`src/cau_pkg.sv`:
```
// cau_pkg: shared constants, operation codes and item types of the complex arithmetic unit
// no dependencies; imported by every other file of the block
package cau_pkg;

	localparam int WORD_BITS   = 32;
	localparam int FRAC_BITS   = 16;
	localparam int PROD_BITS   = 2 * WORD_BITS;
	localparam int SUM_BITS    = PROD_BITS + 2;
	localparam int QUO_BITS    = WORD_BITS + 1;
	localparam int REM_BITS    = PROD_BITS + QUO_BITS;
	localparam int QUEUE_DEPTH = 4;
	localparam int QPTR_BITS   = $clog2(QUEUE_DEPTH);

	typedef logic signed [WORD_BITS-1:0] word_t;

	localparam word_t WORD_MAX = {1'b0, {(WORD_BITS-1){1'b1}}};
	localparam word_t WORD_MIN = {1'b1, {(WORD_BITS-1){1'b0}}};

	typedef enum logic [2:0] {
		OP_ADD, OP_SUB, OP_MULT, OP_DIV, OP_CONJ, OP_SCALE, OP_ABS2, OP_ABS
	} op_t;

	// per-item control, set once by the front end
	typedef struct packed {
		op_t  op;
		logic is_div;
		logic is_root;
		logic frac_shift;
	} ctl_t;

	typedef struct packed {
		ctl_t  ctl;
		word_t a;
		word_t b;
		word_t c;
		word_t d;
		word_t s;
	} cmd_t;

endpackage

```
`src/cau_queue.sv`:
```
// cau_queue: short item queue between front end and execution pipeline
// depends on cau_pkg
module cau_queue import cau_pkg::*; (
	input  logic clk,
	input  logic arst_n,
	input  logic push,
	input  cmd_t push_data,
	output logic full,
	input  logic pop,
	output cmd_t head,
	output logic empty
);

	cmd_t                 mem_q [QUEUE_DEPTH];
	logic [QPTR_BITS-1:0] wr_q;
	logic [QPTR_BITS-1:0] rd_q;
	logic [QPTR_BITS:0]   cnt_q;

	assign full  = (cnt_q == (QPTR_BITS+1)'(QUEUE_DEPTH));
	assign empty = (cnt_q == '0);
	assign head  = mem_q[rd_q];

	always_ff @(posedge clk or negedge arst_n) begin
		if (!arst_n) begin
			wr_q  <= '0;
			rd_q  <= '0;
			cnt_q <= '0;
		end else begin
			if (push) begin
				wr_q <= wr_q + 1'b1;
			end
			if (pop) begin
				rd_q <= rd_q + 1'b1;
			end
			case ({push, pop})
				2'b10:   cnt_q <= cnt_q + 1'b1;
				2'b01:   cnt_q <= cnt_q - 1'b1;
				default: cnt_q <= cnt_q;
			endcase
		end
	end

	always_ff @(posedge clk) begin
		if (push) begin
			mem_q[wr_q] <= push_data;
		end
	end

endmodule

```
`config.mk`:
```
export PLATFORM = sky130hd
export DESIGN_NAME = cau_queue
export DESIGN_NICKNAME = d
export VERILOG_FILES = /design/src/cau_pkg.sv /design/src/cau_queue.sv
export SDC_FILE = /design/constraint.sdc
export NUM_CORES = 1
export LEC_CHECK = 0
export BUFFER_PORTS_ARGS = -buffer_cell sky130_fd_sc_hd__buf_4
export CAP_MARGIN = 20
export CORE_UTILIZATION = 30
export DETAILED_ROUTE_END_ITERATION = 16
export MAX_ROUTING_LAYER = met4
export PLACE_DENSITY_LB_ADDON = 0.25
export SLEW_MARGIN = 40
export SYNTH_ARGS = -nofsm -noshare
export SYNTH_HDL_FRONTEND = slang
export SYNTH_SLANG_ARGS = --single-unit
```
`constraint.sdc`:
```
create_clock -name clk -period 5.6 [get_ports clk]
set_clock_uncertainty 0.2 [all_clocks]
set_input_delay 0.84 -clock clk [delete_from_list [all_inputs] [get_ports clk]]
set_output_delay 0.84 -clock clk [all_outputs]
set_load 0.02 [all_outputs]
```
==> flow_summary_export.csv <==
group,metric,value,unit
status,status,"finished, final reports clean",
min_path,whs_path_depth,1,
setup_path,r2r_setup_slack,2.84,ns
synth,synth_common_cells,"edfxtp_1, mux4_2, buf_2",
sta,finalHoldViolations,0,
pwr,powerDensity,558.5,nW/um^2
synth,ys.flop_type,"edfxtp_1",
synth,synth_area,24350,sq um
sta,relSlewSlack,40.08,%
setup_path,crit_type,"flip-flop to output pin",
cts,cts-root-buf,"clkbuf_16",
setup_path,start_kind,"flip-flop",
sta,fmax,0.2637,GHz
final_layout,nNetsFinal,1485,
drt,num_vias,10830,
cts,postCtsSetupRepairBufs,0,
global_routing,grt_overflow,0,
drt,viasPerCell,4.458,
sta,maxSlewViolCount,0,
cts,cts_buffer_depth,3,
pwr,p_leak,10.36,nW
die,start_util,30.28,%
die,io_pins,338,
global_routing,grt_pass1_wl,75.56,mm
synth,yosysWarnings,0,
global_routing,grt_max_degree,104,
synth,synth-seq-cells,671,
place,dp_cells,2290,
setup_path,cp_max_fo,16,
synth,synth.distinct_cells,17,
drt,drt-wirelength-per-cell,20.87,um
flow_run,cap_violations,0,
setup_path,reg2reg_from,"wr_q[0]$_DFFE_PN0P_",
sta,setup_viol,0,
sta,setup_tns,0,ns
synth,ys_async_sr_fraction,1.043,%
cts,cts-htree-levels,3,
synth,synth_top_area_share,81.88,%
global_routing,first_global_vias,11890,
die,fp.dieW,286.9,um
final_layout,drive_gt1_share,46.67,%
cts,cts_tree,"done",
cts,clkTransAtPathRegs,0.06,ns
sta,max_slew.worst_pin.slew,0.8988,ns
min_path,min_to,"mem_q[2][155]$_DFFE_PP_",
sta,fin_crit_sh,67.72,%
synth,synth-edff-count,664,
synth,syn-mean-instance-area,26.91,sq um
setup_path,reg2regPathDepth,5,
cts,cts_hold_buf,1,
die,dieArea,82310,sq um
setup_path,r2r-end,"mem_q[2][69]$_DFFE_PP_",
cts,tritoncts.num_buffers,75,
setup_path,cp.required,4.56,ns
place,portBuffers,337,
place,hpwl,30.15,mm
synth,yosysSeqAreaShare,82.60,%
synth,syn_inst,905,
setup_path,endpoint_kind,"output pin",
synth,syn_nets,1081,
place,globalplace.congestion,0.6894,
cts,cts.sinks,671,
cts,clk_latency,0.58,ns
drt,antenna_left,0,
die,rows,104,
min_path,hold_class,"primary input to flip-flop",
sta,grt_setup_unrepaired,"no",
synth,synth_area_leaders,"edfxtp_1, mux4_2, dfrtp_1, buf_6, buf_2",
sta,min_period,3.792,ns
pwr,p_total,17.20,mW
global_routing,antenna_found_initial,4,
setup_path,cp.arrival,2.75,ns
drt,routed_wl,50.71,mm
drt,drcViolationCount,0,
drt,firstDrtPassIters,4,
pwr,ir_worst_vdd,0.0002886,V
synth,yosysMostFrequentCell,"edfxtp_1",
min_path,worstHoldStart,"push_data[155]",
final_layout,fin_cells,2430,
synth,yosys.area.top_type,"edfxtp_1",
global_routing,grtUsageTotal,12.75,%
cts,post_cts_resized,0,
die,core_area,80420,sq um
die,die_y,286.9,um
final_layout,area_growth,26.45,%
drt,detail_route.iter0.violations,511,
[per-stage QoR]
stage	instance area (sq um)	setup WS (ns)	utilization [%]	hold slack [ns]
after floorplan	24350	0.2349	-	0.2566
after global placement	28210	2.145	35.08	0.2758
after detailed placement	28340	2.312	35.24	0.2902
after CTS	30750	1.636	38.24	0.1634
after global routing	30790	1.570	38.29	0.1744
final	30790	1.808	38.29	0.2317
[critical path: stages, from the launching register on]
cell     delay (ns)
dfrtp_4        0.64
buf_12         0.23
buf_16         0.19
buf_4          0.31
mux4_2         0.56
buf_4          0.18
[layout by cell type (no fill, tap or decap), drive strengths merged]
cell type / Yosys / final
bufinv: 0 / 7
nor3: 1 / 1
ha: 5 / 5
inv: 6 / 10
fa: 1 / 1
mux4: 166 / 166
nand2: 3 / 3
dfrtp: 7 / 7
buf: 34 / 364
o21ai: 2 / 2
and2: 4 / 4
clkinvlp: 0 / 2
nor2: 1 / 1
edfxtp: 664 / 664
clkbuf: 4 / 95
dlygate4sd3: 0 / 1
and3: 1 / 1
diode: 0 / 5
clkinv: 0 / 25
xnor2: 2 / 2
xor2: 4 / 4
[registers in the layout, indices dropped and copies added, names as in the netlist]
register and flops:
mem_q 664, cnt_q 3, rd_q 2, wr_q 2
[final cells by class]
type / instances / area (sq um)
diodes: 5 / 12.51
clock buffers: 95 / 2004
clock inverters: 38 / 400.4
fillers: 7255 / 49630
inverters: 6 / 22.52
multi-input cells: 190 / 3945
flip-flops and latches: 671 / 20120
well taps: 1060 / 1326
repair buffers: 365 / 2958
[routing by layer]
layer	track usage, %	share of wire (%)	up-vias
li1	-	-	4752
met1	15.64	41	5699
met2	20.04	50	302
met3	4.167	6.8	79
met4	3.790	2.2	0
met5	-	0	-
[power by group]
group	internal [mW]	leakage, nW	switching [mW]
Clock	2.86	1.17	1.90
Sequential	6.57	6.18	0.216
Combinational	2.51	3.01	3.14
Total	11.9	10.4	5.26
[how the worst max path moves through the flow]
stage | from | end | cells after the start
final | rd_q[0]$_DFFE_PN0P_ | head[106] | 5
after CTS | rd_q[0]$_DFFE_PN0P_ | head[106] | 5
after floorplan | push | mem_q[0][0]$_DFFE_PP_ | 1
after global routing | rd_q[0]$_DFFE_PN0P_ | head[106] | 5
after global placement | rd_q[0]$_DFFE_PN0P_ | head[7] | 3
after detailed placement | rd_q[0]$_DFFE_PN0P_ | head[106] | 5
[logic make-up after synthesis]
| logic type | Yosys count | synth area share, % |
|---|---|---|
| DFF | 671 | 82.60 |
| muxes | 166 | 15.35 |
| buffers and inverters | 44 | 1.238 |
| and+or+nand+nor | 10 | 0.2106 |
| xor gates and xnor gates | 6 | 0.2158 |
| adders and majority gates | 6 | 0.3391 |
| AOI/OAI and AO/OA | 2 | 0.04111 |
No activity file was read; power rests on OpenSTA's default activity.
