`src/cau_pkg.sv`:
```
// cau_pkg: shared constants, operation codes and item types of the complex arithmetic unit
// no dependencies; imported by every other file of the block
package cau_pkg;

	localparam int WORD_BITS   = 32;
	localparam int FRAC_BITS   = 16;
	localparam int PROD_BITS   = 2 * WORD_BITS;
	localparam int SUM_BITS    = PROD_BITS + 2;
	localparam int QUO_BITS    = WORD_BITS + 1;
	localparam int REM_BITS    = PROD_BITS + QUO_BITS;
	localparam int QUEUE_DEPTH = 4;
	localparam int QPTR_BITS   = $clog2(QUEUE_DEPTH);

	typedef logic signed [WORD_BITS-1:0] word_t;

	localparam word_t WORD_MAX = {1'b0, {(WORD_BITS-1){1'b1}}};
	localparam word_t WORD_MIN = {1'b1, {(WORD_BITS-1){1'b0}}};

	typedef enum logic [2:0] {
		OP_ADD, OP_SUB, OP_MULT, OP_DIV, OP_CONJ, OP_SCALE, OP_ABS2, OP_ABS
	} op_t;

	// per-item control, set once by the front end
	typedef struct packed {
		op_t  op;
		logic is_div;
		logic is_root;
		logic frac_shift;
	} ctl_t;

	typedef struct packed {
		ctl_t  ctl;
		word_t a;
		word_t b;
		word_t c;
		word_t d;
		word_t s;
	} cmd_t;

endpackage

```
`src/cau_cmd_if.sv`:
```
// cau_cmd_if: operand channel, valid/ready handshake with operation and operands
// depends on cau_pkg
interface cau_cmd_if import cau_pkg::*; ();
	logic        valid;
	logic        ready;
	logic [2:0]  operation;
	word_t       x_real;
	word_t       x_imag;
	word_t       y_real;
	word_t       y_imag;
	word_t       scale_factor;

	modport source(output valid, operation, x_real, x_imag, y_real, y_imag, scale_factor,
		input ready);
	modport sink(input valid, operation, x_real, x_imag, y_real, y_imag, scale_factor,
		output ready);
endinterface

```
`src/cau_front.sv`:
```
// cau_front: accepts operand items, decodes the operation, hands items to the queue
// depends on cau_pkg and cau_cmd_if
module cau_front import cau_pkg::*; (
	input  logic clk,
	input  logic arst_n,
	cau_cmd_if.sink cmd,
	input  logic q_full,
	output logic push,
	output cmd_t push_data
);

	cmd_t dec;
	cmd_t ent_s1;
	logic v_s1;
	logic take;

	always_comb begin
		dec.ctl.op         = op_t'(cmd.operation);
		dec.ctl.is_div     = (dec.ctl.op == OP_DIV);
		dec.ctl.is_root    = (dec.ctl.op == OP_ABS);
		dec.ctl.frac_shift = (dec.ctl.op inside {OP_MULT, OP_SCALE, OP_ABS2});
		dec.a              = cmd.x_real;
		dec.b              = cmd.x_imag;
		dec.c              = cmd.y_real;
		dec.d              = cmd.y_imag;
		dec.s              = cmd.scale_factor;
	end

	assign push      = v_s1 && !q_full;
	assign cmd.ready = !v_s1 || !q_full;
	assign take      = cmd.valid && cmd.ready;
	assign push_data = ent_s1;

	always_ff @(posedge clk or negedge arst_n) begin
		if (!arst_n) begin
			v_s1 <= 1'b0;
		end else if (take) begin
			v_s1 <= 1'b1;
		end else if (push) begin
			v_s1 <= 1'b0;
		end
	end

	always_ff @(posedge clk) begin
		if (take) begin
			ent_s1 <= dec;
		end
	end

endmodule

```
`src/flat_wrapper.sv`:
```
// flat-port wrapper written by rule: the top's interface ports become plain ports
module cau_front_flat import cau_pkg::*;
  (clk, arst_n, q_full, push, push_data, cmd_valid, cmd_operation, cmd_x_real, cmd_x_imag, cmd_y_real, cmd_y_imag, cmd_scale_factor, cmd_ready);
  cau_cmd_if cmd_i ();
  input  logic clk;
  input  logic arst_n;
  input  logic q_full;
  output logic push;
  output cmd_t push_data;
  input wire logic [$bits(cmd_i.valid)-1:0] cmd_valid;
  input wire logic [$bits(cmd_i.operation)-1:0] cmd_operation;
  input wire logic [$bits(cmd_i.x_real)-1:0] cmd_x_real;
  input wire logic [$bits(cmd_i.x_imag)-1:0] cmd_x_imag;
  input wire logic [$bits(cmd_i.y_real)-1:0] cmd_y_real;
  input wire logic [$bits(cmd_i.y_imag)-1:0] cmd_y_imag;
  input wire logic [$bits(cmd_i.scale_factor)-1:0] cmd_scale_factor;
  output wire logic [$bits(cmd_i.ready)-1:0] cmd_ready;
  assign cmd_i.valid = cmd_valid;
  assign cmd_i.operation = cmd_operation;
  assign cmd_i.x_real = cmd_x_real;
  assign cmd_i.x_imag = cmd_x_imag;
  assign cmd_i.y_real = cmd_y_real;
  assign cmd_i.y_imag = cmd_y_imag;
  assign cmd_i.scale_factor = cmd_scale_factor;
  assign cmd_ready = cmd_i.ready;
  cau_front u_core (.clk(clk), .arst_n(arst_n), .cmd(cmd_i), .q_full(q_full), .push(push), .push_data(push_data));
endmodule
```
`config.mk`:
```
export PLATFORM = sky130hd
export DESIGN_NAME = cau_front_flat
export DESIGN_NICKNAME = d
export VERILOG_FILES = /design/src/cau_pkg.sv /design/src/cau_cmd_if.sv /design/src/cau_front.sv /design/src/flat_wrapper.sv
export SDC_FILE = /design/constraint.sdc
export NUM_CORES = 1
export LEC_CHECK = 0
export BUFFER_PORTS_ARGS = -buffer_cell sky130_fd_sc_hd__buf_2
export CAP_MARGIN = 20
export CELL_PAD_IN_SITES_DETAIL_PLACEMENT = 1
export CELL_PAD_IN_SITES_GLOBAL_PLACEMENT = 2
export CORE_UTILIZATION = 25
export CTS_CLUSTER_DIAMETER = 60
export DETAILED_ROUTE_END_ITERATION = 16
export PLACE_DENSITY = 0.75
export SKIP_LAST_GASP = 1
export SLEW_MARGIN = 30
export SYNTH_ARGS = -nofsm -noshare
export SYNTH_HDL_FRONTEND = slang
export SYNTH_SLANG_ARGS = --single-unit
```
`constraint.sdc`:
```
create_clock -name clk -period 4.72 [get_ports clk]
set_input_delay 0.708 -clock clk [delete_from_list [all_inputs] [get_ports clk]]
set_output_delay 0.708 -clock clk [all_outputs]
set_load 0.01 [all_outputs]
```
==> results.json <==
{
  "area_growth_pct": 51.5,
  "fill_cells": 2085,
  "ctsResizeCount": 0,
  "min_period_ps": 1950,
  "globalplace.congestion": 0.756,
  "cp.arrival_ps": 1990,
  "holdBufCountCts": 0,
  "crit_path_end_kind": "flip-flop",
  "drtPass1Iterations": 4,
  "status": "finished clean",
  "fin_skew_ps": 11.8,
  "drt_wl_total_mm": 13.4,
  "cts_buffers": 17,
  "pre_cts_ws_ps": 2340,
  "power.leakage_nw": 3.22,
  "clkLatencyLatePin_ps": 420,
  "seq_area_frac_synth_pct": 98.9,
  "vdd_drop_max_uv": 225,
  "setup_tns_ps": 0,
  "die_w_um": 144,
  "cts.clk_slew.worst_paths_ps": 70,
  "routedWlPerCell_um": 16.6,
  "reg2reg_from": "u_core.v_s1",
  "critPathLaunchType": "input pin",
  "ys_seq_elements": 167,
  "max-slew-margin-rel_pct": 49.3,
  "synth.area.top_cells": "edfxtp_1 (98%), dfrtp_1 (0.49%), mux2i_1 (0.20%)",
  "ys_warn_count": 0,
  "drc_errors": 0,
  "start_util_pct": 25.8,
  "r2r.worst_path.cells": 3,
  "syn_inst": 176,
  "syn-num-nets": 343,
  "synthesis.area_mm2": 0.00506,
  "antenna_found_initial": 1,
  "port_buffers": 334,
  "vias": 3155,
  "cp_max_fo": 61,
  "syn_area_per_cell_um2": 28.8,
  "drive_gt1_share_pct": 67.5,
  "required_ps": 4760,
  "drt_iter0_markers": 106,
  "dpl.hpwl_mm": 10.3,
  "power_mw": 3.34,
  "viasPerCell": 3.90,
  "final_util_pct": 39.1,
  "worstHoldPathType": "input pin to asynchronous set/reset pin",
  "r2r-end": "u_core.push_data[26]",
  "grtUsageTotal_pct": 12.3,
  "yosysTopAreaCellShare_pct": 98.4,
  "grt_pass1_wl_mm": 18.2,
  "rsz0062_at_grt": "false",
  "tightest_slew_ps": 761,
  "clockBufferDepth": 2,
  "mostFrequentLayoutCell": "buf_2",
  "ant_nets": 0,
  "dieHeight_um": 144,
  "p_per_area_mw_per_mm2": 435,
  "reg2reg_slack_ps": 2780,
  "clockRootBuffer": "clkbuf_16",
  "dieArea_mm2": 0.0208,
  "fin_ws_ps": 2770,
  "htreeDepth": 4,
  "setup_viol": 0,
  "cap_violations": 0,
  "cts_sinks": 167,
  "ioPinCount": 335,
  "slew_viol_final": 0,
  "path_class": "input pin to flip-flop",
  "rows": 51,
  "grt-ovfl-total": 0,
  "core_mm2": 0.0197,
  "grt_pass1_vias": 3351,
  "fmax_ghz": 0.513,
  "timing_hold_violations_final": 0,
  "grt_max_degree": 82,
  "final_cell_mix": "buf_2 (334), edfxtp_1 (166), clkbuf_16 (17), clkinvlp_4 (4)",
  "diodes": 0,
  "fin_crit_sh_pct": 41.3,
  "nNetsFinal": 698,
  "yosys.area.top_type": "edfxtp_1",
  "tritoncts": "yes",
  "postCtsSetupRepairBufs": 0,
  "synthDistinctLibCells": 10
}
==> layout make-up <==
cell class | instances | area, um2 | area share [%]
multi-input cells | 9 | 57.6 | 0.750
well taps | 265 | 332 | 4.32
clock buffers | 18 | 429 | 5.59
clock inverters | 14 | 148 | 1.92
flip-flops and latches | 167 | 5010 | 65.3
repair buffers | 336 | 1700 | 22.1
==> registers in the layout, indices dropped and copies added (netlist names) <==
signal / flops
u_core.push_data: 166
u_core.v_s1: 1
==> cell families after synthesis <==
group         Yosys count  synth area share (%)
simple gates            8                 0.890
mux                     1                 0.198
flops                 167                  98.9
==> cells in the mapped netlist <==
library cell / number
and2_1: 1
and3_1: 1
nand2_1: 2
edfxtp_1: 166
nor2_1: 1
nand2b_1: 1
mux2i_1: 1
and2b_2: 1
nand2_2: 1
dfrtp_1: 1
==> critical path, cell delays in order <==
cell and delay, ps:
buf_2 110, nand2_2 70, and2_4 370, buf_4 670
==> metrics by stage <==
stage	cell area, um2	hold slack (ps)	cells
floorplan	5070	412	176
global placement	7100	485	777
detailed placement	7100	485	777
CTS	7670	24.6	809
global route	7670	22.3	809
finish	7670	49.3	809
==> report_power, final <==
part           internal, mW  total [mW]  leakage (nW)  switching [mW]
Sequential             1.73        1.75          1.59          0.0195
Combinational         0.102       0.235          1.36           0.132
Clock                 0.783        1.35         0.268           0.571
==> worst max-delay path by stage <==
stage                     start  slack, ps                    end  depth (start not counted)
detailed placement       q_full       2340  u_core.push_data[123]                          4
finish                   q_full       2770   u_core.push_data[26]                          4
floorplan                q_full       1410    u_core.push_data[0]                          2
global route        u_core.v_s1       2660   u_core.push_data[26]                          3
CTS                 u_core.v_s1       2760   u_core.push_data[26]                          3
global placement         q_full       2390  u_core.push_data[138]                          4
==> metal layers <==
metal / track usage (%) / share of wire, % / wire (um) / vias up
li1: - / - / - / 1424
met1: 12.2 / 34 / 4560 / 1541
met2: 22.1 / 55 / 7380 / 171
met3: 4.74 / 9.1 / 1220 / 17
met4: 6.43 / 1.9 / 252 / 2
met5: 0 / 0.060 / 8 / -
Note: power is estimated with default switching activity, not from simulation.
